File: config.mk
export PLATFORM = sky130hd
export DESIGN_NAME = keyed_stack_queue_table
export DESIGN_NICKNAME = d
export VERILOG_FILES = /design/src/design/ksqt_pkg.sv /design/src/design/ksqt_dp.sv /design/src/design/ksqt_ctrl.sv /design/src/design/keyed_stack_queue_table.sv
export SDC_FILE = /design/constraint.sdc
export NUM_CORES = 2
export LEC_CHECK = 0
export BUFFER_PORTS_ARGS = -buffer_cell sky130_fd_sc_hd__buf_4
export CAP_MARGIN = 20
export CORE_UTILIZATION = 55
export CTS_CLUSTER_SIZE = 8
export DETAILED_ROUTE_END_ITERATION = 8
export PLACE_DENSITY = 0.74
export SLEW_MARGIN = 20
export SYNTH_ARGS = -nofsm -noshare
export SYNTH_HDL_FRONTEND = slang
export SYNTH_SLANG_ARGS = --single-unit
File: constraint.sdc
create_clock -name clock -period 6.2 [get_ports clock]
set_input_delay 0.31 -clock clock [delete_from_list [all_inputs] [get_ports clock]]
set_output_delay 0.31 -clock clock [all_outputs]
set_load 0.02 [all_outputs]
File: src/design/ksqt_pkg.sv
// ----------------------------------------------------------------------------
// ksqt_pkg
// Shared sizes, request codes and controller/datapath interface structs for
// the keyed stack/queue table.
// ----------------------------------------------------------------------------
package ksqt_pkg;

   // Store size and derived widths
   localparam int DEPTH   = 16;
   localparam int IDX_W   = $clog2(DEPTH);
   localparam int CNT_W   = $clog2(DEPTH + 1);
   localparam int WORD_W  = 32;
   localparam int OCC_W   = 5;
   localparam int FUNC_W  = 2;

   // Request codes
   localparam logic [FUNC_W-1:0] FN_PUSH   = 2'd0;
   localparam logic [FUNC_W-1:0] FN_APPEND = 2'd1;
   localparam logic [FUNC_W-1:0] FN_POP    = 2'd2;
   localparam logic [FUNC_W-1:0] FN_REMOVE = 2'd3;

   // Returned id when nothing was taken out
   localparam logic [WORD_W-1:0] NONE_ID = '1;

   // Controller -> datapath commands
   typedef struct packed {
      logic start;    // latch request word, clear scan pointer
      logic push;     // insert at front
      logic append;   // insert at back
      logic take;     // remove entry at scan pointer and close the gap
      logic step;     // advance scan pointer
      logic finish;   // load result register
      logic ovf;      // result carries the overflow flag
   } ksqt_cmd_type;

   // Datapath -> controller status
   typedef struct packed {
      logic [FUNC_W-1:0] func;
      logic              full;
      logic              empty;
      logic              match;   // entry at scan pointer has the searched id
      logic              last;    // scan pointer is on the last held entry
   } ksqt_status_type;

endpackage

File: src/design/ksqt_dp.sv
// ----------------------------------------------------------------------------
// ksqt_dp
// Datapath: entry registers, count, scan pointer, latched request and the
// result register.
// ----------------------------------------------------------------------------
module ksqt_dp (
   input  logic                                clock,
   input  logic                                reset,
   input  ksqt_pkg::ksqt_cmd_type              cmd,
   output ksqt_pkg::ksqt_status_type           status,
   input  logic [ksqt_pkg::FUNC_W-1:0]         req_func,
   input  logic [ksqt_pkg::WORD_W-1:0]         req_key_id,
   input  logic [ksqt_pkg::WORD_W-1:0]         req_price_bits,
   output logic                                rsp_hit,
   output logic [ksqt_pkg::WORD_W-1:0]         rsp_out_id,
   output logic [ksqt_pkg::WORD_W-1:0]         rsp_out_price_bits,
   output logic                                rsp_overflow,
   output logic [ksqt_pkg::OCC_W-1:0]          rsp_occupancy
);

   logic [ksqt_pkg::WORD_W-1:0] ids_ff    [ksqt_pkg::DEPTH];
   logic [ksqt_pkg::WORD_W-1:0] ids_in    [ksqt_pkg::DEPTH];
   logic [ksqt_pkg::WORD_W-1:0] prices_ff [ksqt_pkg::DEPTH];
   logic [ksqt_pkg::WORD_W-1:0] prices_in [ksqt_pkg::DEPTH];
   logic [ksqt_pkg::CNT_W-1:0]  count_ff, count_in;
   logic [ksqt_pkg::IDX_W-1:0]  scan_ff, scan_in;
   logic [ksqt_pkg::FUNC_W-1:0] func_ff;
   logic [ksqt_pkg::WORD_W-1:0] key_ff, price_ff;
   logic [ksqt_pkg::WORD_W-1:0] scan_id, scan_price;
   logic [ksqt_pkg::CNT_W-1:0]  scan_next;

   // Entry under the scan pointer
   assign scan_id    = ids_ff[scan_ff];
   assign scan_price = prices_ff[scan_ff];
   assign scan_next  = ksqt_pkg::CNT_W'(scan_ff) + ksqt_pkg::CNT_W'(1);

   // Status to the controller
   assign status.func  = func_ff;
   assign status.full  = (count_ff >= ksqt_pkg::CNT_W'(ksqt_pkg::DEPTH));
   assign status.empty = (count_ff == '0);
   assign status.match = (scan_id == key_ff);
   assign status.last  = (scan_next >= count_ff);

   // Entry row: each entry takes its own value, a neighbor or the new word
   always_comb begin
      for (int i = 0; i < ksqt_pkg::DEPTH; i++) begin
         ids_in[i]    = ids_ff[i];
         prices_in[i] = prices_ff[i];
         if (cmd.push) begin
            if (i == 0) begin
               ids_in[i]    = key_ff;
               prices_in[i] = price_ff;
            end else begin
               ids_in[i]    = ids_ff[(i + ksqt_pkg::DEPTH - 1) % ksqt_pkg::DEPTH];
               prices_in[i] = prices_ff[(i + ksqt_pkg::DEPTH - 1) % ksqt_pkg::DEPTH];
            end
         end else if (cmd.append) begin
            if (ksqt_pkg::CNT_W'(i) == count_ff) begin
               ids_in[i]    = key_ff;
               prices_in[i] = price_ff;
            end
         end else if (cmd.take) begin
            if ((i < ksqt_pkg::DEPTH - 1) && (ksqt_pkg::IDX_W'(i) >= scan_ff)) begin
               ids_in[i]    = ids_ff[(i + 1) % ksqt_pkg::DEPTH];
               prices_in[i] = prices_ff[(i + 1) % ksqt_pkg::DEPTH];
            end
         end
      end
   end

   // Count and scan pointer
   always_comb begin
      count_in = count_ff;
      if (cmd.push || cmd.append) begin
         count_in = count_ff + ksqt_pkg::CNT_W'(1);
      end else if (cmd.take) begin
         count_in = count_ff - ksqt_pkg::CNT_W'(1);
      end
      scan_in = scan_ff;
      if (cmd.start) begin
         scan_in = '0;
      end else if (cmd.step) begin
         scan_in = scan_ff + ksqt_pkg::IDX_W'(1);
      end
   end

   always_ff @(posedge clock) begin
      if (reset) begin
         count_ff <= '0;
      end else begin
         count_ff <= count_in;
      end
   end

   // Payload registers, no reset
   always_ff @(posedge clock) begin
      ids_ff    <= ids_in;
      prices_ff <= prices_in;
      scan_ff   <= scan_in;
      if (cmd.start) begin
         func_ff  <= req_func;
         key_ff   <= req_key_id;
         price_ff <= req_price_bits;
      end
      if (cmd.finish) begin
         rsp_hit            <= cmd.take;
         rsp_out_id         <= cmd.take ? scan_id : ksqt_pkg::NONE_ID;
         rsp_out_price_bits <= cmd.take ? scan_price : '0;
         rsp_overflow       <= cmd.ovf;
         rsp_occupancy      <= ksqt_pkg::OCC_W'(count_in);
      end
   end

endmodule

File: src/design/ksqt_ctrl.sv
// ----------------------------------------------------------------------------
// ksqt_ctrl
// Controller: request handshake, per-request sequencing and result valid.
// ----------------------------------------------------------------------------
module ksqt_ctrl (
   input  logic                        clock,
   input  logic                        reset,
   input  logic                        req_valid,
   output logic                        req_ready,
   output logic                        rsp_valid,
   input  logic                        rsp_ready,
   input  ksqt_pkg::ksqt_status_type   status,
   output ksqt_pkg::ksqt_cmd_type      cmd
);

   localparam logic ST_IDLE = 1'b0;
   localparam logic ST_EXEC = 1'b1;

   logic state_ff, state_in;
   logic rsp_valid_ff, rsp_valid_in;
   logic rsp_free;

   assign req_ready = (state_ff == ST_IDLE);
   assign rsp_valid = rsp_valid_ff;
   assign rsp_free  = !rsp_valid_ff || rsp_ready;

   // Sequencing: one remove scan step per cycle while result is free
   always_comb begin
      cmd       = '0;
      state_in  = state_ff;
      case (state_ff)
         ST_IDLE: begin
            if (req_valid) begin
               cmd.start = 1'b1;
               state_in  = ST_EXEC;
            end
         end
         ST_EXEC: begin
            if (rsp_free) begin
               case (status.func)
                  ksqt_pkg::FN_PUSH, ksqt_pkg::FN_APPEND: begin
                     cmd.finish = 1'b1;
                     if (status.full) begin
                        cmd.ovf = 1'b1;
                     end else if (status.func == ksqt_pkg::FN_PUSH) begin
                        cmd.push = 1'b1;
                     end else begin
                        cmd.append = 1'b1;
                     end
                  end
                  ksqt_pkg::FN_POP: begin
                     cmd.finish = 1'b1;
                     cmd.take   = !status.empty;
                  end
                  default: begin
                     if (status.empty) begin
                        cmd.finish = 1'b1;
                     end else if (status.match) begin
                        cmd.take   = 1'b1;
                        cmd.finish = 1'b1;
                     end else if (status.last) begin
                        cmd.finish = 1'b1;
                     end else begin
                        cmd.step = 1'b1;
                     end
                  end
               endcase
               if (cmd.finish) begin
                  state_in = ST_IDLE;
               end
            end
         end
         default: state_in = ST_IDLE;
      endcase
   end

   // Result valid: set on finish, cleared when taken
   always_comb begin
      rsp_valid_in = rsp_valid_ff;
      if (cmd.finish) begin
         rsp_valid_in = 1'b1;
      end else if (rsp_ready) begin
         rsp_valid_in = 1'b0;
      end
   end

   always_ff @(posedge clock) begin
      if (reset) begin
         state_ff     <= ST_IDLE;
         rsp_valid_ff <= 1'b0;
      end else begin
         state_ff     <= state_in;
         rsp_valid_ff <= rsp_valid_in;
      end
   end

endmodule

File: src/design/keyed_stack_queue_table.sv
// ----------------------------------------------------------------------------
// keyed_stack_queue_table
// Ordered store of id/price entries with push front, append back, pop front
// and remove-by-id.
// ----------------------------------------------------------------------------
// A request word is accepted in the idle state and executed in the execute
// state. Remove-by-id walks the held entries from the front, one compare per
// cycle while the result register is free, until the match or the last held
// entry; a single comparator on the scan pointer does the walk. A new request
// is taken while the previous result still waits on rsp_ready, but not while
// the previous request executes; its execution holds until the result register
// is free. No clearing pass runs after reset: the block is ready as soon as
// reset drops.
// ----------------------------------------------------------------------------
module keyed_stack_queue_table (
   input  logic                                clock,
   input  logic                                reset,
   input  logic                                req_valid,
   output logic                                req_ready,
   input  logic [ksqt_pkg::FUNC_W-1:0]         req_func,
   input  logic signed [ksqt_pkg::WORD_W-1:0]  req_key_id,
   input  logic [ksqt_pkg::WORD_W-1:0]         req_price_bits,
   output logic                                rsp_valid,
   input  logic                                rsp_ready,
   output logic                                rsp_hit,
   output logic signed [ksqt_pkg::WORD_W-1:0]  rsp_out_id,
   output logic [ksqt_pkg::WORD_W-1:0]         rsp_out_price_bits,
   output logic                                rsp_overflow,
   output logic [ksqt_pkg::OCC_W-1:0]          rsp_occupancy
);

   ksqt_pkg::ksqt_cmd_type    cmd;
   ksqt_pkg::ksqt_status_type status;
   logic [ksqt_pkg::WORD_W-1:0] out_id;

   assign rsp_out_id = $signed(out_id);

   ksqt_ctrl u_ctrl (
      .clock     (clock),
      .reset     (reset),
      .req_valid (req_valid),
      .req_ready (req_ready),
      .rsp_valid (rsp_valid),
      .rsp_ready (rsp_ready),
      .status    (status),
      .cmd       (cmd)
   );

   ksqt_dp u_dp (
      .clock              (clock),
      .reset              (reset),
      .cmd                (cmd),
      .status             (status),
      .req_func           (req_func),
      .req_key_id         ($unsigned(req_key_id)),
      .req_price_bits     (req_price_bits),
      .rsp_hit            (rsp_hit),
      .rsp_out_id         (out_id),
      .rsp_out_price_bits (rsp_out_price_bits),
      .rsp_overflow       (rsp_overflow),
      .rsp_occupancy      (rsp_occupancy)
   );

endmodule

==> impl_summary.txt <==
----------------------------------------------------
[Detailed routing]
  Drt pass-1 iters ... 7
  Wire per inst ... about 25 microns
  Via Count ... about 46,000
  Iteration-0 DRC count of the detailed router ... a little under 7,000
  Post-route DRC violation count ... 0
  Mean number of vias per cell ... about 6.7
  Total wirelength of the detailed-routed design ... around 170,000 microns
  Count of antenna-violating nets left after detailed routing ... 0

[STA]
  Least setup slack across all paths after layout ... around 770 ps
  Total count of max-transition violations in the final report ... 0
  Post-route clock period utilization ... 0.876
  Aggregate negative setup slack ... 0 ps
  Slew of the pin with the lowest slew margin ... between 1000 and 1500 ps
  Number of failing setup endpoints in the final timing report ... 0
  Unrepaired setup endpoints after global routing ... no
  Hold Vio Cnt, Final ... 0
  Smallest hold slack ... 247 ps
  Tightest slew margin relative to the limit ... 0.209
  Worst clock skew on the final layout ... ~37 ps
  Final critical-path required period ... between 5000 and 6000 ps
  Achievable Freq ... around 180 MHz

[Power and ir drop]
  Cell Pwr Density ... between 200 and 300 mW/mm^2
  Peak supply drop ... between 0.2 and 0.3 mV
  Static leakage ... between 0.02 and 0.025 uW

[Global routing]
  Via count of the first global-routing pass ... 42,900
  Global route total overflow ... 0
  Wire length of the first global-routing pass ... approximately 260,000 microns
  Global-route usage over all layers ... 0.309
  Number of antenna violations at the first check in global routing ... 1
  Largest net degree at the start of global routing ... roughly 260

[Min path]
  Classification of the worst-slack hold path ... in2reg
  Hold path start ... req_price_bits[22]
  Worst min-delay path endpoint ... u_dp.price_ff[22]
  Count of cells along the worst hold path ... 2

[Placement]
  Dpl cells ... between 6,000 and 7,000
  Setup Slack @ Placement ... 919 ps
  Weighted congestion at the end of routability-driven global placement ... roughly 0.91
  DPL Wire Length ... just over 100,000 microns
  Count of input and output buffers ... about 140

[Logic synthesis]
  Total number of yosys warnings ... 0
  Dominant register cell in the synthesized netlist ... edfxtp_1
  Total standard cell area after synthesis ... approximately 0.06 sq mm
  Synthesized area per cell ... ~11 sq um
  Cell count after synthesis ... 5,411
  Flip-flop and latch count after synthesis ... roughly 1,200
  Sequential element share of the synthesized area ... 0.582
  EDFF count, synth ... 1,161
  Synthesized netlist net count ... roughly 5,500
  Fraction of registers with async set/reset ... 0
  Number of library cell types mapped by synthesis ... 57

[Finish]
  Most common cell after layout, fill and taps aside ... edfxtp_1
  Post-synthesis to final-layout area growth ... 12.2%
  Fraction of final layout cells with drive strength greater than 1 ... 0.141
  Non-filler cells, final ... just under 7,000
  Count of antenna diodes in the layout ... 0
  Utilization after layout ... 0.623
  Number of nets in the layout ... roughly 5,500
  Highest-count cells in the layout ignoring fill and taps ... edfxtp_1, nand2_1, a21oi_1

[CTS]
  Cell chosen for the clock root ... clkbuf_16
  Clock sink count ... about 1,200
  Max H-tree Level ... 4
  Clock Path Buffers ... 3
  Latest clock arrival within the worst-skew pair ... 780 ps
  Register clock-pin slew on the reported worst setup and hold paths ... roughly 60 ps
  CTS buffer count ... between 150 and 200
  TritonCTS clock tree ... built
  Post-CTS resize count ... 0

[Worst setup path]
  Critical path type ... reg2reg
  Biggest fanout along the worst timing path ... 44
  Crit Reg-Reg Endpoint ... u_dp.ids_ff[206]
  Data required time of the critical path ... 6640 ps
  Arrival time of data at the critical path endpoint ... 5870 ps
  Cells on worst reg2reg path ... 12
  Max incr delay on CP ... 770 ps
  FF-to-FF setup slack ... approximately 770 ps
  Crit-path slowest cell ... dfxtp_4
  Worst setup EP type ... flop
  Cells along the critical path ... buf_12, mux4_2, a22o_1, a21oi_1, xor2_1, nand4_1, nor4_2, and2_2, o21ai_4, inv_4, o2bb2ai_4, buf_4
  Launching point of the worst reg2reg path ... u_dp.scan_ff[1]
  CP startpoint kind ... flop

[Job]
  Max-cap violations ... 0

[Die]
  Chip width ... roughly 330 microns
  Placeable core area ... around 0.11 sq mm
  Number of top-level pins ... about 140
  Initial Util ... 0.555
  Die ar. ... between 0.1 and 0.15 sq mm
  Site Rows ... approximately 120
  Die Ht ... roughly 330 microns

[Outcome]
  Outcome ... completed

----------------------------------------------------
[per-layer routing]
metal / vias up / wire length (microns) / global-route usage
li1: 20100 / - / -
met1: 22100 / 68200 / 0.438
met2: 3007 / 78200 / 0.461
met3: 437 / 20700 / 0.0728
met4: 2 / 6760 / 0.123
met5: - / 17 / 0
[registers in the layout, summed over array words and instances (netlist names)]
| register | cells |
|---|---|
| u_dp.ids_ff | 512 |
| u_dp.prices_ff | 512 |
| u_dp.key_ff | 32 |
| u_dp.price_ff | 32 |
| u_dp.rsp_out_id | 32 |
| u_dp.rsp_out_price_bits | 32 |
| u_dp.count_ff | 5 |
| u_dp.rsp_occupancy | 5 |
| u_dp.scan_ff | 4 |
| u_dp.func_ff | 2 |
| u_ctrl.rsp_valid | 1 |
| u_ctrl.state_ff | 1 |
| u_dp.rsp_hit | 1 |
| u_dp.rsp_overflow | 1 |
[worst max path at each step]
stage / cells after the start / endpoint / from
after floorplan: 12 / u_dp.ids_ff[64] / u_dp.scan_ff[0]
after global placement: 13 / u_dp.ids_ff[493] / u_dp.scan_ff[0]
after detailed placement: 13 / u_dp.ids_ff[199] / u_dp.scan_ff[0]
after CTS: 13 / u_dp.prices_ff[503] / u_dp.scan_ff[0]
after global routing: 13 / u_dp.prices_ff[504] / u_dp.scan_ff[0]
final: 12 / u_dp.ids_ff[206] / u_dp.scan_ff[1]
[synth_stat cells (10+ instances only)]
| cell | count | area, sq um |
|---|---|---|
| a21oi_1 | 922 | 4610 |
| a211oi_1 | 17 | 128 |
| and2_1 | 30 | 188 |
| o22ai_1 | 14 | 87.6 |
| nor3_1 | 14 | 70.1 |
| a22oi_1 | 22 | 165 |
| clkbuf_1 | 431 | 1620 |
| nor2_1 | 16 | 60.1 |
| ha_1 | 13 | 163 |
| buf_6 | 10 | 113 |
| xor2_1 | 16 | 140 |
| xnor2_1 | 22 | 193 |
| buf_1 | 17 | 63.8 |
| mux2i_1 | 101 | 1010 |
| nand2_1 | 1141 | 4280 |
| mux2_2 | 66 | 743 |
| and2_0 | 64 | 400 |
| inv_1 | 11 | 41.3 |
| o221ai_1 | 30 | 263 |
| a22o_1 | 15 | 131 |
| nand3_1 | 16 | 80.1 |
| edfxtp_1 | 1161 | 34900 |
| o21ai_0 | 899 | 4500 |
| buf_2 | 27 | 135 |
| mux4_2 | 238 | 5360 |
| dfxtp_1 | 11 | 220 |
[cells by family after synthesis]
kind of cell / Yosys count / synth area share
AOI/OAI and AO/OA: 1953 / 0.169
xor gates and xnor gates: 38 / 0.00552
adders and majority gates: 13 / 0.00270
buffers and inverters: 510 / 0.0341
DFF: 1172 / 0.582
muxes: 406 / 0.118
and+or+nand+nor: 1319 / 0.0884
[worst max-delay path: cells and delay by family, from the launching register on]
kind	cells	cell delay, ps
compound gates	4	1150
xor+xnor	1	550
buf+inv	3	1260
flops	1	770
mux	1	360
simple gates	3	930
[final cells by class]
cell class                 instances  area, sq um
inverter                          16         72.6
tap                             1414         1770
sequential                      1172        35100
clock buffer                     191         4290
multi-input combinational       3729        23400
timing repair buffer             305         2840
fill                            8270        41000
clock inverter                    11          174
[timing repair]
action / in CTS / in global routing
endpoints found under the hold margin: 73 / 0
setup buffers: 0 / 0
hold buffers: 69 / 0
[stage by stage]
stage                     power, uW  cell area [sq um]
after floorplan               10600              60300
after global placement        11100              62500
after detailed placement      11200              62500
after CTS                     19300              67700
after global routing          19800              67700
final                         19200              67700
[report_power, final]
| group | leakage (uW) | internal (uW) | switching, uW | total (uW) |
|---|---|---|---|---|
| clock | 0.00217 | 4840 | 3310 | 8150 |
| sequential | 0.0106 | 9130 | 250 | 9380 |
| combinational | 0.0106 | 571 | 1140 | 1710 |
Note: power is estimated with default switching activity, not from simulation.
